<file path="src/rtl/tgf_pkg.sv">
// Package for the triangle tangent frame block.
// Holds the fixed widths, the controller/datapath command and status structs
// and the output saturation function. Depends on nothing.
package tgf_pkg;

    localparam int SLOT_W  = 10;
    localparam int FIELD_W = 32;
    localparam int DELTA_W = 33;
    localparam int PROD_W  = 66;
    localparam int NUM_W   = 68;
    localparam int QUO_W   = 32;
    localparam int NUM_QUOTIENTS = 6;
    localparam int MUL_STEPS     = 7;

    localparam logic [FIELD_W-1:0] SAT_POS = 32'h7FFF_FFFF;
    localparam logic [FIELD_W-1:0] SAT_NEG = 32'h8000_0000;

    localparam logic ACTION_LOAD     = 1'b0;
    localparam logic ACTION_TRIANGLE = 1'b1;

    typedef struct packed {
        logic       in_ready;
        logic       load_wr;
        logic       tri_start;
        logic       rd_issue;
        logic [1:0] rd_idx;
        logic       delta_en;
        logic       mul_en;
        logic [2:0] mul_step;
        logic       div_init;
        logic       div_step;
        logic       out_load;
    } tgf_cmd_t;

    typedef struct packed {
        logic in_valid;
        logic in_action;
        logic out_free;
    } tgf_sts_t;

    function automatic logic [FIELD_W-1:0] sat_quotient(input logic neg, input logic ovf,
                                                        input logic [QUO_W-1:0] q);
        logic [FIELD_W-1:0] r;
        if (ovf)
        begin
            r = neg ? SAT_NEG : SAT_POS;
        end
        else if (neg)
        begin
            r = (q > SAT_NEG) ? SAT_NEG : (~q + 32'd1);
        end
        else
        begin
            r = q[QUO_W-1] ? SAT_POS : q;
        end
        return r;
    endfunction

endpackage

</file>
<file path="src/rtl/tgf_ctrl.sv">
// Sequencing controller for the triangle tangent frame block.
// Depends on tgf_pkg; drives the datapath through tgf_cmd_t.
module tgf_ctrl (
    input  logic              clk,
    input  logic              rst_n,
    input  tgf_pkg::tgf_sts_t sts,
    output tgf_pkg::tgf_cmd_t cmd
);
    import tgf_pkg::*;

    typedef enum logic [3:0] {
        S_IDLE, S_RD0, S_RD1, S_RD2, S_RWAIT, S_DELTA,
        S_MUL, S_DRAIN, S_DINIT, S_DIV, S_OUT
    } state_t;

    state_t     state_reg, state_next;
    logic [4:0] cnt_reg, cnt_next;
    logic       accept;

    assign accept = sts.in_valid && (state_reg == S_IDLE);

    always_comb
    begin
        state_next = state_reg;
        cnt_next   = cnt_reg;
        case (state_reg)
            S_IDLE:
            begin
                if (accept && sts.in_action == ACTION_TRIANGLE)
                begin
                    state_next = S_RD0;
                end
            end
            S_RD0:   state_next = S_RD1;
            S_RD1:   state_next = S_RD2;
            S_RD2:   state_next = S_RWAIT;
            S_RWAIT: state_next = S_DELTA;
            S_DELTA:
            begin
                state_next = S_MUL;
                cnt_next   = '0;
            end
            S_MUL:
            begin
                if (cnt_reg == 5'(MUL_STEPS - 1))
                begin
                    state_next = S_DRAIN;
                end
                cnt_next = cnt_reg + 5'd1;
            end
            S_DRAIN: state_next = S_DINIT;
            S_DINIT:
            begin
                state_next = S_DIV;
                cnt_next   = '0;
            end
            S_DIV:
            begin
                if (cnt_reg == 5'(QUO_W - 1))
                begin
                    state_next = S_OUT;
                end
                cnt_next = cnt_reg + 5'd1;
            end
            S_OUT:
            begin
                if (sts.out_free)
                begin
                    state_next = S_IDLE;
                end
            end
            default: state_next = S_IDLE;
        endcase
    end

    always_ff @(posedge clk or negedge rst_n)
    begin
        if (!rst_n)
        begin
            state_reg <= S_IDLE;
            cnt_reg   <= '0;
        end
        else
        begin
            state_reg <= state_next;
            cnt_reg   <= cnt_next;
        end
    end

    always_comb
    begin
        cmd           = '0;
        cmd.in_ready  = (state_reg == S_IDLE);
        cmd.load_wr   = accept && sts.in_action == ACTION_LOAD;
        cmd.tri_start = accept && sts.in_action == ACTION_TRIANGLE;
        cmd.rd_issue  = (state_reg == S_RD0) || (state_reg == S_RD1) || (state_reg == S_RD2);
        cmd.rd_idx    = (state_reg == S_RD0) ? 2'd0 : ((state_reg == S_RD1) ? 2'd1 : 2'd2);
        cmd.delta_en  = (state_reg == S_DELTA);
        cmd.mul_en    = (state_reg == S_MUL);
        cmd.mul_step  = cnt_reg[2:0];
        cmd.div_init  = (state_reg == S_DINIT);
        cmd.div_step  = (state_reg == S_DIV);
        cmd.out_load  = (state_reg == S_OUT) && sts.out_free;
    end

endmodule

</file>
<file path="config.mk">
export PLATFORM = sky130hd
export DESIGN_NAME = tgf_ctrl
export DESIGN_NICKNAME = d
export VERILOG_FILES = /design/src/rtl/tgf_pkg.sv /design/src/rtl/tgf_ctrl.sv
export SDC_FILE = /design/constraint.sdc
export NUM_CORES = 1
export LEC_CHECK = 0
export ABC_AREA = 1
export BUFFER_PORTS_ARGS = -buffer_cell sky130_fd_sc_hd__buf_2
export CAP_MARGIN = 0
export CORE_MARGIN = 5
export CORE_UTILIZATION = 35
export DETAILED_ROUTE_END_ITERATION = 10
export GPL_TIMING_DRIVEN = 0
export PLACE_DENSITY = 0.62
export SLEW_MARGIN = 20
export SYNTH_ARGS = -nofsm -noshare
export SYNTH_HDL_FRONTEND = slang
export SYNTH_SLANG_ARGS = --single-unit
</file>
<file path="constraint.sdc">
create_clock -name clk -period 1.8 [get_ports clk]
set_input_delay 0.09 -clock clk [delete_from_list [all_inputs] [get_ports clk]]
set_output_delay 0.09 -clock clk [all_outputs]
set_load 0.02 [all_outputs]
</file>
==> results.py, run 1 <==
metrics = {
    "outcome": {
        "run_status": "finished clean",
    },
    "logic_synthesis": {
        "synth_compound_area_frac": 0.125,
        "ys_warn_count": 0,
        "ys_ff_latch": 9,
        "synthCells": 91,
        "synth_mux_area_frac": 0,
        "avgSynthCellArea_um2": 7.58,
        "synth_cell_types": 24,
        "synth_simple_gate_area_share": 0.350,
        "syn_area_um2": 689,
        "synthAdderAreaFrac": 0.0544,
        "synth_top_family_by_area": "simple AND/OR/NAND/NOR gates",
        "ys_seq_area_frac": 0.327,
        "syn_nets": 99,
        "synth_xor_area_frac": 0.0127,
    },
    "clock_tree": {
        "clk_latency_ns": 0.27,
        "cts_sinks": 9,
        "path_clk_slew_ns": 0.07,
        "cts_resized": 0,
        "cts_buffers": 3,
        "cts_tree": "yes",
        "cts_max_level": 1,
        "clockRootBuffer": "clkbuf_4",
        "clockBufferDepth": 2,
    },
    "finish": {
        "drive_gt1_frac": 0.412,
        "synthToLayoutAreaGrowth_pct": 23.4,
        "final_util": 0.443,
        "mostFrequentLayoutCells": "buf_2, inv_1, nand2_1, nor2_1, dfrtp_1",
        "mostFrequentLayoutCell": "buf_2",
        "fin_nets": 123,
        "diodes": 0,
        "largest_reg_flops": 5,
    },
    "drt": {
        "drtIter0Drc": 15,
        "drc": 0,
        "drtAntennaViolNets": 0,
        "drt_pre_antenna_iters": 4,
        "vias": 648,
        "wirelength_mm": 1.38,
        "vias_per_cell": 4.60,
        "wl_per_cell_um": 9.79,
    },
    "pwr": {
        "peakVddDrop_v": 0.000632,
        "pwr-share-seq": 0.261,
        "cellPowerDensity_mw_per_mm2": 1790,
        "p_sw_frac": 0.530,
        "p_leak_nw": 0.466,
        "clkPwrFrac": 0.105,
        "intPower_uw": 715,
        "p_comb_frac": 0.634,
        "p_sw_uw": 807,
    },
    "floorplanning": {
        "die_area_mm2": 0.00296,
        "initial_core_util": 0.359,
        "die_y_um": 54.4,
        "core_mm2": 0.00192,
        "fp-row-count": 16,
        "die_x_um": 54.4,
        "pin_count": 19,
    },
    "grt": {
        "grt_overflow": 0,
        "grt_max_degree": 10,
        "grt_use_total": 0.116,
        "grt_pass1_vias": 596,
        "antenna_found_initial": 0,
        "grt_first_pass_wirelength_mm": 2.42,
    },
    "place": {
        "portBuffers": 18,
        "dp_hpwl_mm": 1.14,
        "place_congestion": 0.734,
    },
    "worst_setup_path": {
        "crit_required_ns": 1.71,
        "crit_path_start_kind": "flip-flop",
        "critPathCaptureType": "primary output",
        "crit_type": "flip-flop to primary output",
        "critPathMaxFanout": 6,
        "cp.arrival_ns": 1.42,
    },
    "timing": {
        "clock_skew_ns": 0.00717,
        "period_share": 0.836,
        "hold_violations": 0,
        "slew-limit-headroom": 0.855,
        "slew_viol_final": 0,
        "finalSetupTns_ns": 0,
        "worst_pin_slew_ns": 0.218,
        "period_minus_slack_ns": 1.51,
        "setup_violations": 0,
        "rsz0062_at_grt": "false",
        "fmax_mhz": 664,
    },
    "flow_run": {
        "drv_cap": 0,
    },
    "min_path": {
        "hold_class": "input port to async pin",
    },
}
worst max-delay path: stages, from the launching register on:
cell and delay, ns:
dfrtp_1 0.45, inv_2 0.13, nand2_2 0.08, nor2_2 0.16, nand2_1 0.09, nor2_1 0.08, buf_2 0.16
cells by family (layout without fill, tap and decap cells):
family	Yosys count	count (layout)
and+or+nand+nor	44	44
buffers and inverters	21	44
AOI/OAI and AO/OA	13	13
DFF	9	9
adders and majority gates	3	3
xor gates and xnor gates	1	1
synthesized netlist by cell type:
library cell	instances	area [um2]
nand2_4	2	22.5
o21ai_1	3	15.0
inv_1	13	48.8
nor4_1	1	6.26
o21ai_0	1	5.00
o22ai_1	2	12.5
nand4_1	1	6.26
nand3_2	2	20.0
ha_1	3	37.5
xor2_1	1	8.76
nand3_1	6	30.0
inv_2	5	18.8
nor2_2	3	18.8
nor2_1	9	33.8
nand2_1	12	45.0
o21ai_2	2	17.5
nor3_1	1	5.00
or2_2	1	6.26
o21ai_4	1	16.3
nor2_4	2	22.5
dfrtp_1	9	225
nand2_2	4	25.0
a21oi_1	4	20.0
buf_4	3	22.5
path summary, 6_finish.rpt:
check                        startpoint            to  slack (ns)  cells past startpoint
setup reg to reg             cnt_reg[0]  state_reg[0]        0.39                      8
max in group asynchronous         rst_n  state_reg[1]        1.41                      2
setup / recovery           state_reg[0]       cmd[12]        0.29                      6
min in group clk                 sts[2]  state_reg[1]        0.22                      5
hold / removal                    rst_n  state_reg[2]        0.20                      2
hold reg to reg              cnt_reg[4]    cnt_reg[4]        0.55                      2
area by class of cell:
| type | instances | area [um2] |
|---|---|---|
| Sequential cell | 9 | 225 |
| Timing Repair Buffer | 19 | 100 |
| Tap cell | 27 | 33.8 |
| Fill cell | 212 | 1070 |
| Clock buffer | 3 | 22.5 |
| Multi-Input combinational cell | 61 | 374 |
| Clock inverter | 1 | 5.00 |
| Inverter | 18 | 67.6 |
| Buffer | 3 | 22.5 |
stage by stage:
stage	setup slack (ns)	power [mW]	std cells	hold slack (ns)	area [um2]
floorplan	0.415	1.14	91	-0.206	689
global placement	0.416	1.36	136	-0.0423	813
detailed placement	0.396	1.38	136	-0.0398	813
CTS	0.271	1.54	141	0.204	851
global route	0.0973	1.69	141	0.206	851
finish	0.294	1.52	141	0.202	851
routing by layer:
| metal | track usage | wire [um] | up-vias |
|---|---|---|---|
| li1 | - | - | 338 |
| met1 | 0.146 | 632 | 285 |
| met2 | 0.173 | 594 | 20 |
| met3 | 0.0300 | 116 | 5 |
| met4 | 0.0747 | 36 | 0 |
| met5 | 0 | 0 | - |
power groups by stage:
stage                     clock network, mW  registers, mW  logic, mW
after floorplan                           0          0.379      0.765
after global placement                    0          0.397      0.966
after detailed placement                  0          0.402      0.976
after CTS                             0.164          0.399      0.981
after global routing                  0.178          0.415       1.09
final                                 0.160          0.397      0.964
timing repair:
item / in CTS / in global routing
setup buffers: 0 / 0
endpoints found under the hold margin: 9 / 0
hold buffers: 1 / 0
Power figures use the tool's default switching activity.
==> inputs of run 2 (changes only) <==
--- a/config.mk
+++ b/config.mk
@@ -5,14 +5,14 @@
 export SDC_FILE = /design/constraint.sdc
 export NUM_CORES = 1
 export LEC_CHECK = 0
-export ABC_AREA = 1
+export ABC_AREA = 0
 export BUFFER_PORTS_ARGS = -buffer_cell sky130_fd_sc_hd__buf_2
 export CAP_MARGIN = 0
 export CORE_MARGIN = 5
 export CORE_UTILIZATION = 35
 export DETAILED_ROUTE_END_ITERATION = 10
 export GPL_TIMING_DRIVEN = 0
-export PLACE_DENSITY = 0.62
+export PLACE_DENSITY = 0.63
 export SLEW_MARGIN = 20
 export SYNTH_ARGS = -nofsm -noshare
 export SYNTH_HDL_FRONTEND = slang
==> constraint.sdc (replaced) <==
create_clock -name clk -period 1.3 [get_ports clk]
set_input_delay 0.065 -clock clk [delete_from_list [all_inputs] [get_ports clk]]
set_output_delay 0.065 -clock clk [all_outputs]
set_load 0.02 [all_outputs]
==> run 2 against run 1 <==
  * The run now ends with setup timing left
  * Critical path depth stayed put
  * Final cell count is 25% higher
  * Sequential power is 4% lower
  * Register-to-register slack worse by 0.79 ns
  * Cell area is 74% higher
  * Via count is 57% higher
  * Critical endpoint is now state_reg[3]
  * Largest cell class unchanged
  * Highest routed layer unchanged
==> results.py, run 2 <==
metrics = {
    "clock_tree": {
        "cts_tree": "yes",
        "cts_max_level": 1,
        "clockBufferDepth": 2,
        "cts_sinks": 9,
        "clockRootBuffer": "clkbuf_4",
        "clk_latency_ns": 0.28,
        "cts_buffers": 3,
        "path_clk_slew_ns": 0.07,
    },
    "timing": {
        "setup_violations": 19,
        "fin_ws_ns": -0.405,
        "hold_violations": 0,
        "rsz0062_at_grt": "true",
        "period_share": 1.31,
        "period_minus_slack_ns": 1.70,
        "slew-limit-headroom": 0.776,
        "slew_viol_final": 0,
        "worst_pin_slew_ns": 0.334,
        "fmax_mhz": 587,
        "clock_skew_ns": 0.00375,
    },
    "drt": {
        "vias": 1015,
        "drtAntennaViolNets": 0,
        "wirelength_mm": 3.25,
        "vias_per_cell": 5.77,
        "drt_pre_antenna_iters": 4,
        "drc": 0,
        "drtIter0Drc": 31,
        "wl_per_cell_um": 18.4,
    },
    "finish": {
        "synthToLayoutAreaGrowth_pct": 77.8,
        "mostFrequentLayoutCells": "buf_4, buf_6, nand2_1, buf_2",
        "diodes": 0,
        "drive_gt1_frac": 0.581,
        "mostFrequentLayoutCell": "buf_4",
        "largest_reg_flops": 5,
        "final_util": 0.658,
        "fin_nets": 157,
    },
    "outcome": {
        "run_status": "finished with violations",
        "violations": "setup timing",
    },
    "logic_synthesis": {
        "avgSynthCellArea_um2": 7.87,
        "synth_async_sr_flop_share": 1.00,
        "netlist_top_cells_area": "dfrtp_1, ha_1, nand2_1",
        "syn_nets": 114,
        "synth_edf_count": 0,
        "synthTopCellsByCount": "nand2_1, dfrtp_1, nor2_1",
        "syn_area_um2": 835,
        "yosys.area.top_type": "dfrtp_1",
        "synthFlopType": "dfrtp_1",
        "synthCells": 106,
        "synth_cell_types": 42,
        "ys_warn_count": 0,
        "ys_seq_area_frac": 0.270,
        "ys_ff_latch": 9,
        "synth_top_area_frac": 0.270,
        "yosysMostFrequentCell": "nand2_1",
    },
    "worst_setup_path": {
        "critPathMaxFanout": 4,
        "crit_slowest_cell": "dfrtp_2",
        "crit_required_ns": 1.47,
        "cp.arrival_ns": 1.87,
        "crit_family": "compound AO/OA/AOI/OAI gates",
        "crit_type": "flip-flop to flip-flop",
        "crit_path_start_kind": "flip-flop",
        "worst-path-buf-inv": 1,
        "critPathCaptureType": "flip-flop",
        "crit_chain": "ha_2, and3_4, ha_4, inv_2, a221o_1, a211o_1",
        "cp_slowest_stage_delay_ns": 0.41,
    },
    "pwr": {
        "p_sw_frac": 0.449,
        "p_comb_frac": 0.721,
        "p_sw_mw": 1.02,
        "intPower_mw": 1.25,
        "peakVddDrop_v": 0.00113,
        "pwr-share-seq": 0.169,
        "p_leak_nw": 0.674,
        "clkPwrFrac": 0.109,
        "cellPowerDensity_mw_per_mm2": 1530,
    },
    "grt": {
        "grt_max_degree": 11,
        "grt_first_pass_wirelength_mm": 4.08,
        "grt_use_total": 0.154,
        "antenna_found_initial": 0,
        "grt_overflow": 0,
        "grt_pass1_vias": 888,
    },
    "min_path": {
        "hold_class": "input port to flip-flop",
    },
    "place": {
        "place_congestion": 0.836,
        "portBuffers": 18,
        "place_ws_ns": -0.532,
        "dp_hpwl_mm": 1.63,
    },
    "floorplanning": {
        "fp-row-count": 17,
        "initial_core_util": 0.370,
        "pin_count": 19,
        "die_y_um": 58.8,
        "die_area_mm2": 0.00346,
        "core_mm2": 0.00225,
        "die_x_um": 58.8,
    },
    "flow_run": {
        "drv_cap": 0,
    },
}
## run 2: changes by cell type after synthesis, moves of 4 or more
cell / delta
buf_2: +5
inv_2: -5
inv_1: -6
nand2_2: -4
## run 2: final timing paths
kind                                  from           end  slack [ns]  cells after the start
worst max-delay path            cnt_reg[0]  state_reg[3]       -0.40                      6
worst min-delay path                sts[0]  state_reg[1]        0.16                      3
worst max register to register  cnt_reg[0]  state_reg[3]       -0.40                      6
worst min register to register  cnt_reg[0]    cnt_reg[0]        0.71                      3
max in group asynchronous            rst_n  state_reg[2]        0.91                      2
min in group asynchronous            rst_n    cnt_reg[2]        0.17                      2
## run 2: per-stage QoR
step | std cells | cell area (um2) | hold slack [ns] | total power [mW] | setup TNS, ns
6_report | 176 | 1480 | 0.159 | 2.26 | -4.13
5_1_grt | 176 | 1480 | 0.191 | 2.39 | -5.08
4_1_cts | 164 | 1160 | 0.165 | 1.67 | -3.42
3_5_place_dp | 152 | 998 | -0.0585 | 1.27 | -2.49
3_3_place_gp | 152 | 998 | -0.0625 | 1.27 | -2.50
2_1_floorplan | 106 | 873 | -0.231 | 1.04 | -1.28
## run 2: logic make-up after synthesis
kind of cell | share of synthesized area
XOR/XNOR | 0.0210
AO/OA/AOI/OAI | 0.265
AND/OR/NAND/NOR | 0.268
multiplexers | 0.0240
flip-flops | 0.270
adder cells (fa/ha/maj) | 0.0450
buffers and inverters | 0.106
## run 2: metal layers
layer,GRT usage,part of all wire,up-vias
met5,0,0,-
met4,0.0291,0.029,0
met3,0.0461,0.067,9
met2,0.240,0.52,37
met1,0.211,0.38,495
li1,-,-,474
## run 2: power by group through the flow
stage | clock, mW | combinational (mW) | sequential, mW
2_1_floorplan | 0 | 0.674 | 0.368
3_3_place_gp | 0 | 0.895 | 0.380
3_5_place_dp | 0 | 0.888 | 0.380
4_1_cts | 0.242 | 1.06 | 0.372
5_1_grt | 0.269 | 1.73 | 0.388
6_report | 0.248 | 1.63 | 0.383
## run 2: worst register-to-register path, stage by stage (launching register included)
cell and delay [ns]:
dfrtp_2 0.41, ha_2 0.21, and3_4 0.20, ha_4 0.12
inv_2 0.03, a221o_1 0.35, a211o_1 0.27
## run 2: area by class of cell
cell class	count	area, um2
repair buffers	39	352
clock buffers	4	26.3
inverters	8	32.5
multi-input cells	78	699
flip-flops and latches	9	230
plain buffers	10	109
fillers	168	771
well taps	28	35.0
## run 2: repair_timing
item,in CTS,in global routing
resized for setup,26,58
hold endpoints to repair,9,0
gates cloned,0,1
pin swaps,8,15
hold buffers,1,0
setup buffers,8,11
endpoints found under the setup margin,20,20
